## src/sv/crc8fd_pkg.sv

```systemverilog
// ----------------------------------------------------------------------------
// crc8fd_pkg
// Shared types, constants and the CRC-8 byte update for the frame deframer.
// ----------------------------------------------------------------------------
package crc8fd_pkg;

    localparam int unsigned MAX_FRAME_LEN = 32;
    localparam int unsigned INDEX_LIMIT   = 32;
    localparam int unsigned EFF_MAX_LEN   =
        (MAX_FRAME_LEN < INDEX_LIMIT) ? MAX_FRAME_LEN : INDEX_LIMIT;
    localparam int unsigned MIN_FRAME_LEN = 5;

    localparam logic [7:0] CRC_POLY       = 8'h8c;
    localparam logic [7:0] BYPASS_CODE    = 8'hff;
    localparam logic [7:0] HEAD_RESET     = 8'h5a;
    localparam logic [7:0] DEV_ID_RESET   = 8'h01;
    localparam logic       BYPASS_RESET   = 1'b1;

    localparam logic [7:0] MIN_LEN_BYTE   = 8'(MIN_FRAME_LEN);
    localparam logic [7:0] MAX_LEN_BYTE   = 8'(EFF_MAX_LEN);

    typedef enum logic [1:0] {
        PH_HUNT = 2'd0,
        PH_LEN  = 2'd1,
        PH_BODY = 2'd2
    } t_phase;

    typedef enum logic [1:0] {
        ST_OK        = 2'd0,
        ST_CHECK_ERR = 2'd1,
        ST_WRONG_DEV = 2'd2,
        ST_BAD_LEN   = 2'd3
    } t_status;

    typedef enum logic [1:0] {
        CFG_HEAD_VALUE   = 2'd0,
        CFG_OWN_DEV_ID   = 2'd1,
        CFG_BYPASS_EN    = 2'd2
    } t_cfg_index;

    // reflected CRC-8, LSB first, one byte
    function automatic logic [7:0] crc8_feed(input logic [7:0] crc, input logic [7:0] b);
        logic [7:0] c;
        c = crc ^ b;
        for (int k = 0; k < 8; k++) begin
            if (c[0]) begin
                c = (c >> 1) ^ CRC_POLY;
            end else begin
                c = c >> 1;
            end
        end
        return c;
    endfunction

endpackage

```

## src/sv/crc8_frame_deframer.sv

```systemverilog
// ----------------------------------------------------------------------------
// crc8_frame_deframer
// Hunts for a head byte, then streams a length-prefixed frame with its byte
// index and ends it with an accept / check / device / length status.
// ----------------------------------------------------------------------------
//  channel   handshake                  payload
//  rx        i_rx_valid / o_rx_stall    i_rx_byte
//  out       o_out_valid / i_out_stall  o_frame_byte, o_byte_index,
//                                       o_frame_end, o_frame_status
//  cfg       i_cfg_we                   i_cfg_index, i_cfg_wdata
//
//  One rx word per cycle while rx is not stalled; each accepted head or
//  frame byte gives a result word, registered in the next cycle. The CRC-8
//  update and frame checks sit between the state and the output register.
//  rx stalls only while the output register is full and stalled.
//  Synchronous active-low reset; resumes hunting with reset config.
// ----------------------------------------------------------------------------
module crc8_frame_deframer (
    input  logic       i_clk,
    input  logic       i_rst_n,
    input  logic       i_rx_valid,
    output logic       o_rx_stall,
    input  logic [7:0] i_rx_byte,
    output logic       o_out_valid,
    input  logic       i_out_stall,
    output logic [7:0] o_frame_byte,
    output logic [4:0] o_byte_index,
    output logic       o_frame_end,
    output logic [1:0] o_frame_status,
    input  logic       i_cfg_we,
    input  logic [1:0] i_cfg_index,
    input  logic [7:0] i_cfg_wdata
);

    logic [7:0]           r_head, r_dev_id;
    logic                 r_bypass;

    crc8fd_pkg::t_phase   r_phase, n_phase;
    logic [5:0]           r_exp_len, n_exp_len;
    logic [4:0]           r_pos, n_pos;
    logic [7:0]           r_crc, n_crc;
    logic                 r_dev_ok, n_dev_ok;

    logic                 r_out_valid, n_out_valid;
    logic [7:0]           r_frame_byte, n_frame_byte;
    logic [4:0]           r_byte_index, n_byte_index;
    logic                 r_frame_end, n_frame_end;
    crc8fd_pkg::t_status  r_status, n_status;

    logic                 accept, emit, check_ok;
    logic [5:0]           pos_next;

    assign o_rx_stall     = r_out_valid & i_out_stall;
    assign accept         = i_rx_valid & ~o_rx_stall;
    assign o_out_valid    = r_out_valid;
    assign o_frame_byte   = r_frame_byte;
    assign o_byte_index   = r_byte_index;
    assign o_frame_end    = r_frame_end;
    assign o_frame_status = r_status;

    assign pos_next = {1'b0, r_pos} + 6'd1;
    assign check_ok = (i_rx_byte == r_crc) ||
                      (r_bypass && (i_rx_byte == crc8fd_pkg::BYPASS_CODE));

    always_ff @(posedge i_clk) begin
        if (!i_rst_n) begin
            r_head   <= crc8fd_pkg::HEAD_RESET;
            r_dev_id <= crc8fd_pkg::DEV_ID_RESET;
            r_bypass <= crc8fd_pkg::BYPASS_RESET;
        end else if (i_cfg_we) begin
            case (i_cfg_index)
                crc8fd_pkg::CFG_HEAD_VALUE: r_head   <= i_cfg_wdata;
                crc8fd_pkg::CFG_OWN_DEV_ID: r_dev_id <= i_cfg_wdata;
                crc8fd_pkg::CFG_BYPASS_EN:  r_bypass <= i_cfg_wdata[0];
                default: ;
            endcase
        end
    end

    always_comb begin
        n_phase      = r_phase;
        n_exp_len    = r_exp_len;
        n_pos        = r_pos;
        n_crc        = r_crc;
        n_dev_ok     = r_dev_ok;
        emit         = 1'b0;
        n_frame_byte = i_rx_byte;
        n_byte_index = r_pos;
        n_frame_end  = 1'b0;
        n_status     = crc8fd_pkg::ST_OK;

        case (r_phase)
            crc8fd_pkg::PH_LEN: begin
                emit         = 1'b1;
                n_byte_index = 5'd1;
                if (i_rx_byte < crc8fd_pkg::MIN_LEN_BYTE ||
                    i_rx_byte > crc8fd_pkg::MAX_LEN_BYTE) begin
                    n_frame_end = 1'b1;
                    n_status    = crc8fd_pkg::ST_BAD_LEN;
                    n_phase     = crc8fd_pkg::PH_HUNT;
                    n_pos       = 5'd0;
                    n_crc       = 8'd0;
                end else begin
                    n_exp_len = i_rx_byte[5:0];
                    n_crc     = crc8fd_pkg::crc8_feed(r_crc, i_rx_byte);
                    n_pos     = 5'd2;
                    n_dev_ok  = 1'b0;
                    n_phase   = crc8fd_pkg::PH_BODY;
                end
            end
            crc8fd_pkg::PH_BODY: begin
                emit = 1'b1;
                if (pos_next >= r_exp_len) begin
                    n_frame_end = 1'b1;
                    if (!check_ok) begin
                        n_status = crc8fd_pkg::ST_CHECK_ERR;
                    end else if (!r_dev_ok) begin
                        n_status = crc8fd_pkg::ST_WRONG_DEV;
                    end
                    n_phase = crc8fd_pkg::PH_HUNT;
                    n_pos   = 5'd0;
                    n_crc   = 8'd0;
                end else begin
                    if (r_pos == 5'd2) begin
                        n_dev_ok = (i_rx_byte == r_dev_id);
                    end
                    n_crc = crc8fd_pkg::crc8_feed(r_crc, i_rx_byte);
                    n_pos = pos_next[4:0];
                end
            end
            default: begin
                n_phase = crc8fd_pkg::PH_HUNT;
                if (i_rx_byte == r_head) begin
                    emit         = 1'b1;
                    n_byte_index = 5'd0;
                    n_crc        = crc8fd_pkg::crc8_feed(8'd0, i_rx_byte);
                    n_pos        = 5'd1;
                    n_dev_ok     = 1'b0;
                    n_exp_len    = 6'd0;
                    n_phase      = crc8fd_pkg::PH_LEN;
                end
            end
        endcase

        if (accept && emit) begin
            n_out_valid = 1'b1;
        end else if (r_out_valid && !i_out_stall) begin
            n_out_valid = 1'b0;
        end else begin
            n_out_valid = r_out_valid;
        end
    end

    always_ff @(posedge i_clk) begin
        if (!i_rst_n) begin
            r_phase     <= crc8fd_pkg::PH_HUNT;
            r_exp_len   <= 6'd0;
            r_pos       <= 5'd0;
            r_crc       <= 8'd0;
            r_dev_ok    <= 1'b0;
            r_out_valid <= 1'b0;
        end else begin
            r_out_valid <= n_out_valid;
            if (accept) begin
                r_phase   <= n_phase;
                r_exp_len <= n_exp_len;
                r_pos     <= n_pos;
                r_crc     <= n_crc;
                r_dev_ok  <= n_dev_ok;
            end
        end
    end

    always_ff @(posedge i_clk) begin
        if (accept && emit) begin
            r_frame_byte <= n_frame_byte;
            r_byte_index <= n_byte_index;
            r_frame_end  <= n_frame_end;
            r_status     <= n_status;
        end
    end

endmodule

```

## config.mk

```make
export PLATFORM = sky130hd
export DESIGN_NAME = crc8_frame_deframer
export DESIGN_NICKNAME = d
export VERILOG_FILES = /design/src/sv/crc8fd_pkg.sv /design/src/sv/crc8_frame_deframer.sv
export SDC_FILE = /design/constraint.sdc
export NUM_CORES = 1
export LEC_CHECK = 0
export BUFFER_PORTS_ARGS = -buffer_cell sky130_fd_sc_hd__buf_2
export CAP_MARGIN = 5
export CORE_MARGIN = 3
export CORE_UTILIZATION = 35
export DETAILED_ROUTE_END_ITERATION = 6
export SETUP_SLACK_MARGIN = 0.02
export SYNTH_ARGS = -nofsm -noshare
export SYNTH_HDL_FRONTEND = slang
export SYNTH_SLANG_ARGS = --single-unit
```

## constraint.sdc

```tcl
create_clock -name i_clk -period 2.3 [get_ports i_clk]
set_input_delay 0.345 -clock i_clk [delete_from_list [all_inputs] [get_ports i_clk]]
set_output_delay 0.345 -clock i_clk [all_outputs]
set_load 0.03 [all_outputs]
```

==> results of run 1 <==
## final cells by class
type / instances / share of cell area (%)
clock buffer: 5 / 1.812
timing repair buffer: 64 / 10.34
sequential: 56 / 33.96
clock inverter: 3 / 1.812
multi-input combinational: 230 / 47.13
tap: 108 / 3.557
inverter: 14 / 1.383
## through the flow
stage	setup WS (ps)	total power (W)	hold slack [ps]	std cells	setup TNS, ps
5_1_grt	-128.7	0.002191	261.7	480	-1077
3_3_place_gp	12.17	0.001323	464.7	466	0
4_1_cts	6.853	0.002114	248.3	479	0
3_5_place_dp	-28.77	0.001328	478.8	466	-40.88
6_report	-23.23	0.002111	254.7	480	-30.85
2_1_floorplan	-3.986	0.001263	438.8	319	-3.986
## report_power, final
group / internal, W / total, W / switching (W)
clock: 0.000439 / 0.000797 / 0.000359
sequential: 0.00102 / 0.00103 / 0.00000821
combinational: 0.000135 / 0.000286 / 0.000151
## layout by cell type, fill, tap and decap left out, types with 3 or more instances in the layout
master and n:
xor2_1 9, a22oi_1 6, nand2_1 17, a21oi_1 6
a2bb2oi_1 3, ha_1 8, nand4_1 5, dfxtp_1 37
o211ai_1 4, mux2i_1 21, edfxtp_1 16, o21ai_0 10
clkbuf_8 5, buf_4 23, buf_2 40, inv_1 13
nor2_1 36, nand4b_1 3, a21o_1 3, o21a_1 3
a21oi_2 7, nand3_1 7, xnor2_1 40, and2_1 5
## state kept, by name, indices dropped and copies added (netlist names)
signal	cells
o_frame_status	2
r_head	8
r_phase	2
r_dev_ok	1
o_frame_end	1
r_crc	8
r_bypass	1
r_exp_len	6
r_dev_id	8
o_out_valid	1
o_byte_index	5
r_pos	5
o_frame_byte	8
## worst max-delay path, stage by stage, from the launching register on
cell and delay, ps:
dfxtp_4 380, ha_4 180, xor2_1 140, ha_1 300, a21o_1 190, a31oi_1 200
o211ai_1 180, buf_4 190, a21o_4 210, a2bb2oi_1 150, a21oi_1 140
## per-layer routing
layer	up-vias	share of wire, %	GRT usage [%]	wire [um]
met3	16	3.9	2.422	296
li1	1209	-	-	-
met5	-	0	0	0
met1	1213	47	20.55	3606
met2	47	47	25.67	3560
met4	0	2.0	6.339	150
## cell usage after synthesis (3+ instances only)
cell	number
o21ai_0	10
nand3_1	8
and2_1	5
xnor2_1	41
edfxtp_1	16
nand2_1	17
o211ai_1	4
a21oi_1	13
nor2_1	37
clkbuf_1	6
o21a_1	3
ha_1	10
dfxtp_1	40
buf_2	4
xor2_1	9
nand4_1	5
nand4b_1	3
a22oi_1	6
buf_6	4
inv_1	13
mux2i_1	21
a2bb2oi_1	4
clkbuf_8	4
a21o_1	3
## worst paths after layout
path	start	end	depth (start not counted)
max	r_pos[0]$_SDFFE_PN0P_	r_crc[3]$_SDFFE_PN0P_	10
min	i_cfg_wdata[4]	r_head[4]$_SDFFE_PN1P_	3
max reg2reg	r_pos[0]$_SDFFE_PN0P_	r_crc[3]$_SDFFE_PN0P_	10
min reg2reg	r_dev_ok$_SDFFE_PN0P_	r_dev_ok$_SDFFE_PN0P_	2
## what timing repair did
item	in CTS	in global routing
endpoints found under the hold margin	0	0
cloned	1	0
setup endpoints to repair	12	15
hold buffers	0	0
setup buffers	4	1
resized for setup	5	13
pin swaps	6	13
## logic make-up (layout without fill, tap and decap cells)
group	Yosys count	after routing
and+or+nand+nor	87	87
DFF	56	56
muxes	21	21
AOI/OAI and AO/OA	57	58
xor gates and xnor gates	54	54
adders and majority gates	10	10
buffers and inverters	34	86
==> metrics.md, run 1 <==
| Metric | Value |
|---|---|
| Leak pwr | `1.528 nW` |
| Fin crit share | `101.0%` |
| Ant diodes | `0` |
| Synth Area in XOR/XNOR | `16.75%` |
| Avg WL per Cell | `15.86 um` |
| DRC errors left | `0` |
| Max clock buf depth | `2` |
| Vias in the first global route | `2530` |
| Global-route wire length before repair | `12600 um` |
| Clk slew on worst S/H paths | `120 ps` |
| Final hold violations | `0` |
| Post-route cell area | `0.003799 sq mm` |
| ANT nets after route | `0` |
| Syn_area_per_cell | `9.908 sq um` |
| Initial Util | `36.07%` |
| CTS H-tree depth | `2` |
| Worst-case clock skew | `18.87 ps` |
| Main combinational cell family by area after synthesis | `XOR/XNOR gates` |
| # rows | `34` |
| Least-Margin Pin Slew | `556.3 ps` |
| Die area | `0.01021 sq mm` |
| CP Launch Type | `flop` |
| Sequential fraction of the synthesis area | `40.54%` |
| Worst Hold Class | `in -> reg` |
| TritonCTS clock tree | `built` |
| Mapped Area | `0.003161 sq mm` |
| Placed cell area | `0.003525 sq mm` |
| Status | `finished, violations left` |
| Die W | `101.0 um` |
| Initial DRC Count | `75` |
| Via Count | `2485` |
| EDFF count, synth | `16` |
| Footprint of the multi-input gates | `0.001790 sq mm` |
| GR Util All Layers | `15.65%` |
| Die height | `101.0 um` |
| Crit Path Category | `reg -> reg` |
| Register area | `0.001290 sq mm` |
| Final setup vio count | `3` |
| DR vias/cell | `5.177` |
| Worst R2R Setup Slack | `-20 ps` |
| Cell taking the most area after synthesis | `dfxtp_1` |
| Most area-consuming cells after synthesis | `dfxtp_1 (25%), edfxtp_1 (15%), xnor2_1 (11%)` |
| Compound-Gate Fraction of Synth Area | `12.55%` |
| Final worst slack | `-23.23 ps` |
| Max Freq | `0.4304 GHz` |
| Max-Cap Viols | `0` |
| RSZ-0062 raised after global routing | `yes` |
| Initial antenna violation count | `0` |
| Fin crit period | `2323 ps` |
| Root Driver | `clkbuf_8` |
| Worst-Skew Late Latency | `320 ps` |
| Syn Nets | `352` |
| Slew margin rel. | `62.80%` |
| Post-synthesis cell type count | `50` |
| Pwr dens | `555.8 mW/mm^2` |
| Post-synth top flop | `dfxtp_1` |
| Worst Path Required | `2540 ps` |
| Simple-gate portion of the synthesized area | `13.02%` |
| Asr flop ratio synth | `0%` |
| TritonCTS buffer count | `5` |
| Yosys warns | `0` |
| Largest net degree at the start of global routing | `26` |
| HPWL Detailed | `5479 um` |
| Maximum vdd drop | `0.0003722 V` |
| Synthesis-to-finish area growth | `20.19%` |
| Worst-path maximum fanout | `4` |
| RePlAce Congestion | `0.8153` |
| Worst setup EP type | `flop` |
| Top-Level Pins | `41` |
| Final wirelength | `7613 um` |
| Filler cells | `879` |
| Share of cells above drive strength 1 | `27.15%` |
| CP arrival | `2560 ps` |
| Mux contribution to synthesized area | `6.651%` |
| Cells after synthesis | `319` |
| I/O Buffers | `40` |
| First-pass DRT Iterations | `4` |
| Grt total ovfl | `0` |
| Synth top area share | `25.34%` |
| Core area | `0.008763 sq mm` |
| CTS sink cnt | `56` |
| Failing checks | `negative setup slack` |
| Final net count | `404` |
| #FFs+latches synth | `56` |
| Adder-cell share of the synthesized area | `3.959%` |
| Final slew viol count | `0` |
| Utilization after layout | `43.35%` |
No activity file was read; power rests on OpenSTA's default activity.
==> run 2: changes to the inputs <==
CORE_UTILIZATION = 40   (was 35)
==> metrics.md, run 2 (synthesis results as in run 1) <==
| Metric | Value |
|---|---|
| Fin crit share | `100.3%` |
| Via Count | `2419` |
| GR Util All Layers | `17.54%` |
| # rows | `31` |
| CTS H-tree depth | `2` |
| Leak pwr | `1.508 nW` |
| HPWL Detailed | `5242 um` |
| Crit path launch | `r_pos[0]$_SDFFE_PN0P_` |
| CP arrival | `2570 ps` |
| Final wirelength | `7259 um` |
| Synthesis-to-finish area growth | `17.54%` |
| Register-to-Register Path Depth | `10` |
| Final TNS setup | `-6.368 ps` |
| Placed cell area | `0.003508 sq mm` |
| Worst R2R Setup Slack | `-6 ps` |
| Root Driver | `clkbuf_8` |
| Worst Path Required | `2560 ps` |
| Final worst slack | `-6.368 ps` |
| Post-route cell area | `0.003715 sq mm` |
| Worst-path maximum fanout | `5` |
| Worst-case clock skew | `12.30 ps` |
| Initial antenna violation count | `0` |
| RePlAce Congestion | `0.8571` |
| Slew margin rel. | `62.97%` |
| Status | `finished, violations left` |
| Vias in the first global route | `2486` |
| Grt total ovfl | `0` |
| Critical path, cell by cell | `ha_4 -> nand3_4 -> xnor2_2 -> ha_1 -> a21o_1 -> a21oi_2 -> o211ai_1 -> a21o_2 -> or2_2 -> a21oi_1` |
| Core area | `0.007447 sq mm` |
| Reg2Reg Launch Point | `r_pos[0]$_SDFFE_PN0P_` |
| Global-route wire length before repair | `12200 um` |
| TritonCTS clock tree | `built` |
| Slowest stage delay, CP | `390 ps` |
| DR vias/cell | `5.136` |
| Max-Cap Viols | `0` |
| Top-Level Pins | `41` |
| Worst setup EP type | `flop` |
| Share of cells above drive strength 1 | `25.54%` |
| Clk slew on worst S/H paths | `110 ps` |
| CP max-delay cell | `dfxtp_4` |
| Final slew viol count | `0` |
| Pwr dens | `516.4 mW/mm^2` |
| CP Launch Type | `flop` |
| Final setup vio count | `1` |
| Commonest cells after routing, fill and taps aside | `xnor2_1 (40), buf_2 (40), dfxtp_1 (37), nor2_1 (36), buf_4 (24)` |
| Initial Util | `42.44%` |
| Ant diodes | `0` |
| Worst Hold Class | `in -> reg` |
| ANT nets after route | `0` |
| Die W | `94.89 um` |
| Largest net degree at the start of global routing | `26` |
| Fin crit period | `2306 ps` |
| Maximum vdd drop | `0.0003350 V` |
| DP Worst Slack | `-34.07 ps` |
| Hold WS | `246.5 ps` |
| Die area | `0.009004 sq mm` |
| Final hold violations | `0` |
| I/O Buffers | `40` |
| DRC errors left | `0` |
| Max clock buf depth | `2` |
| Avg WL per Cell | `15.41 um` |
| Critical Path End | `r_crc[0]$_SDFFE_PN0P_` |
| Final net count | `404` |
| CTS sink cnt | `56` |
| RSZ-0062 raised after global routing | `yes` |
| TritonCTS buffer count | `5` |
| Max Freq | `0.4336 GHz` |
| Die height | `94.89 um` |
| Least-Margin Pin Slew | `553.1 ps` |
| Crit Path Category | `reg -> reg` |
| Reg2reg end | `r_crc[0]$_SDFFE_PN0P_` |
| Initial DRC Count | `83` |
| Worst-Skew Late Latency | `330 ps` |
| Failing checks | `negative setup slack` |
| Power Total | `0.001918 W` |
| First-pass DRT Iterations | `4` |
## run 2: layout make-up
cell class | instances | area (sq um)
Clock buffer | 5 | 68.82
Clock inverter | 3 | 33.78
Fill cell | 741 | 3732
Inverter | 14 | 52.55
Multi-Input combinational cell | 230 | 1765
Sequential cell | 56 | 1290
Tap cell | 99 | 123.9
Timing Repair Buffer | 64 | 380.4
## run 2: what timing repair did
| action | CTS | global route |
|---|---|---|
| buffers inserted | 2 | 2 |
| hold buffers | 0 | 0 |
| pin swaps | 3 | 3 |
| setup endpoints to repair | 6 | 14 |
| gates resized for setup | 3 | 9 |
| cloned | 1 | 0 |
## run 2: stage by stage
stage / utilization [%] / cells
after global routing: 49.88 / 471
after CTS: 48.99 / 469
final: 49.88 / 471
after floorplan: - / 319
after detailed placement: 47.11 / 458
after global placement: 47.11 / 458
## run 2: power by group
group	internal [W]	switching, W
sequential	0.00102	0.00000817
clock	0.000230	0.000379
combinational	0.000134	0.000146
total	0.00138	0.000534
## run 2: worst min-delay path by stage
stage                                   endpoint  depth (start not counted)                   from  slack [ps]
final                     r_head[6]$_SDFFE_PN1P_                          3         i_cfg_wdata[6]         250
after global routing      r_head[4]$_SDFFE_PN1P_                          3         i_cfg_wdata[4]         260
after CTS                 r_head[6]$_SDFFE_PN1P_                          3         i_cfg_wdata[6]         240
after detailed placement   r_dev_ok$_SDFFE_PN0P_                          2  r_dev_ok$_SDFFE_PN0P_         460
after global placement     r_dev_ok$_SDFFE_PN0P_                          2  r_dev_ok$_SDFFE_PN0P_         450
after floorplan            r_dev_ok$_SDFFE_PN0P_                          2  r_dev_ok$_SDFFE_PN0P_         440
## run 2: per-layer routing
metal	vias to the layer above	share of wire [%]	GRT usage, %
li1	1205	-	-
met1	1158	48	23.20
met2	47	46	29.07
met3	9	4.7	3.187
met4	0	1.2	5.288
met5	-	0	0
## run 2: critical path: cells and delay by family (launching register included)
kind                     cells  cell delay (ps)
AND/OR/NAND/NOR              2              380
XOR/XNOR                     1              190
AO/OA/AOI/OAI                5              860
flip-flops                   1              390
adder cells (fa/ha/maj)      2              430
==> run 3: changes to the inputs <==
BUFFER_PORTS_ARGS = -buffer_cell sky130_fd_sc_hd__buf_4   (was -buffer_cell sky130_fd_sc_hd__buf_2)
==> metrics.md, run 3 (synthesis results as in run 1) <==
| Metric | Value |
|---|---|
| Status | `finished, violations left` |
| Failing checks | `negative setup slack` |
| RSZ-0062 raised after global routing | `yes` |
| Top-Level Pins | `41` |
| Worst R2R Setup Slack | `-40 ps` |
| HP Start | `i_cfg_wdata[0]` |
| DR vias/cell | `5.079` |
| Synthesis-to-finish area growth | `20.47%` |
| Crit path depth | `11` |
| Via Count | `2387` |
| Worst-case clock skew | `8.442 ps` |
| Utilization after layout | `51.13%` |
| Worst-Skew Late Latency | `310 ps` |
| First-pass DRT Iterations | `4` |
| Core area | `0.007447 sq mm` |
| CP arrival | `2590 ps` |
| Clk slew on worst S/H paths | `110 ps` |
| Final hold violations | `0` |
| Final slew viol count | `0` |
| CP max-delay cell | `dfxtp_4` |
| Pwr dens | `511.9 mW/mm^2` |
| Final worst slack | `-40.81 ps` |
| Critical Path End | `r_crc[1]$_SDFFE_PN0P_` |
| Die height | `94.89 um` |
| Register area | `0.001290 sq mm` |
| RePlAce Congestion | `0.8181` |
| Initial Util | `42.44%` |
| Register-to-Register Path Depth | `11` |
| Footprint of the multi-input gates | `0.001760 sq mm` |
| Worst setup EP type | `flop` |
| Global-route wire length before repair | `11430 um` |
| Commonest cells after routing, fill and taps aside | `buf_4 (63), xnor2_1 (40), dfxtp_1 (37), nor2_1 (36), mux2i_1 (21)` |
| Worst Path Buf+Inv | `1` |
| Reg2reg end | `r_crc[1]$_SDFFE_PN0P_` |
| Die W | `94.89 um` |
| Fin crit period | `2341 ps` |
| Final net count | `403` |
| Worst-path maximum fanout | `4` |
| Fin crit share | `101.8%` |
| Crit path launch | `r_pos[0]$_SDFFE_PN0P_` |
| Root Driver | `clkbuf_8` |
| CP top delay family | `compound AO/OA/AOI/OAI gates` |
| Slew margin rel. | `63.60%` |
| Ant diodes | `0` |
| HPWL Detailed | `5161 um` |
| Post-route cell area | `0.003807 sq mm` |
| Worst Hold Class | `in -> reg` |
| Slowest stage delay, CP | `390 ps` |
| Grt total ovfl | `0` |
| Crit Path Category | `reg -> reg` |
| I/O Buffers | `40` |
| Final setup vio count | `3` |
| Maximum vdd drop | `0.0002975 V` |
| Filler cells | `722` |
| CTS H-tree depth | `2` |
| Leak pwr | `1.540 nW` |
| Max-Cap Viols | `0` |
| TritonCTS clock tree | `built` |
| Placed cell area | `0.003593 sq mm` |
| GR Util All Layers | `16.38%` |
| TritonCTS buffer count | `5` |
| Share of cells above drive strength 1 | `25.61%` |
| DRC errors left | `0` |
| Initial antenna violation count | `0` |
| DP Worst Slack | `-42.53 ps` |
| # rows | `31` |
| CP Launch Type | `flop` |
| Worst Path Required | `2540 ps` |
| Least-Margin Pin Slew | `544.3 ps` |
| Cells after DPL | `456` |
| Reg2Reg Launch Point | `r_pos[0]$_SDFFE_PN0P_` |
| CTS sink cnt | `56` |
| ANT nets after route | `0` |
| CTS hold repair buffers | `0` |
| Final wirelength | `7165 um` |
| Max Freq | `0.4272 GHz` |
| Critical path, cell by cell | `ha_4 -> nand3_4 -> xnor2_2 -> ha_1 -> a21o_1 -> a21oi_2 -> o211ai_1 -> buf_4 -> a21o_4 -> a2bb2oi_2 -> a21oi_1` |
| Vias in the first global route | `2248` |
| Fin cells | `470` |
| Avg WL per Cell | `15.24 um` |
| Die area | `0.009004 sq mm` |
| Max clock buf depth | `2` |
| Initial DRC Count | `80` |
| Largest net degree at the start of global routing | `26` |
| Commonest non-fill, non-tap cell in the layout | `buf_4` |
==> run 3: layer usage <==
metal	routed length, um	part of all wire (%)	track usage [%]	vias to the layer above
met1	3446	48	23.49	1129
met3	368	5.1	2.709	2
li1	-	-	-	1207
met4	26	0.36	3.245	0
met2	3324	46	26.01	49
met5	0	0	0	-
==> run 3: metrics by stage <==
stage,hold WS (ps),setup TNS [ps],power (W)
finish,254.3,-108.3,0.001949
global route,245.8,-1573,0.002032
CTS,246.9,0,0.001959
detailed placement,459.3,-63.01,0.001333
global placement,452.6,0,0.001331
floorplan,438.8,-3.986,0.001263
==> run 3: layout make-up <==
class	count	share of cell area, %
inverters	14	1.380
clock buffers	7	2.596
flip-flops and latches	56	33.88
repair buffers	63	12.42
well taps	99	3.253
clock inverters	1	0.2300
multi-input cells	230	46.24
==> run 3: what timing repair did <==
item | in CTS | in global routing
buffers inserted | 2 | 3
gates cloned | 1 | 0
endpoints found under the setup margin | 8 | 16
pin swaps | 3 | 16
resized for setup | 3 | 10
==> run 3: worst register-to-register path: stages, from the launching register on <==
cell	delay [ps]
dfxtp_4	390
ha_4	160
nand3_4	80
xnor2_2	150
ha_1	310
a21o_1	190
a21oi_2	150
o211ai_1	140
buf_4	180
a21o_4	220
a2bb2oi_2	170
a21oi_1	120
==> run 3: report_power, final <==
group	switching, W	leakage (nW)	internal, W
clock network	0.000337	0.0570	0.000291
registers	0.00000760	0.473	0.00102
logic	0.000148	1.01	0.000147
total	0.000493	1.54	0.00146
==> run 3: worst min-delay path by stage <==
stage	endpoint	slack, ps	depth (start not counted)
floorplan	r_dev_ok$_SDFFE_PN0P_	440	2
global placement	r_dev_ok$_SDFFE_PN0P_	450	2
detailed placement	r_dev_ok$_SDFFE_PN0P_	460	2
CTS	r_bypass$_SDFFE_PN1P_	250	3
global route	o_frame_byte[3]$_DFFE_PP_	250	1
finish	r_bypass$_SDFFE_PN1P_	250	3
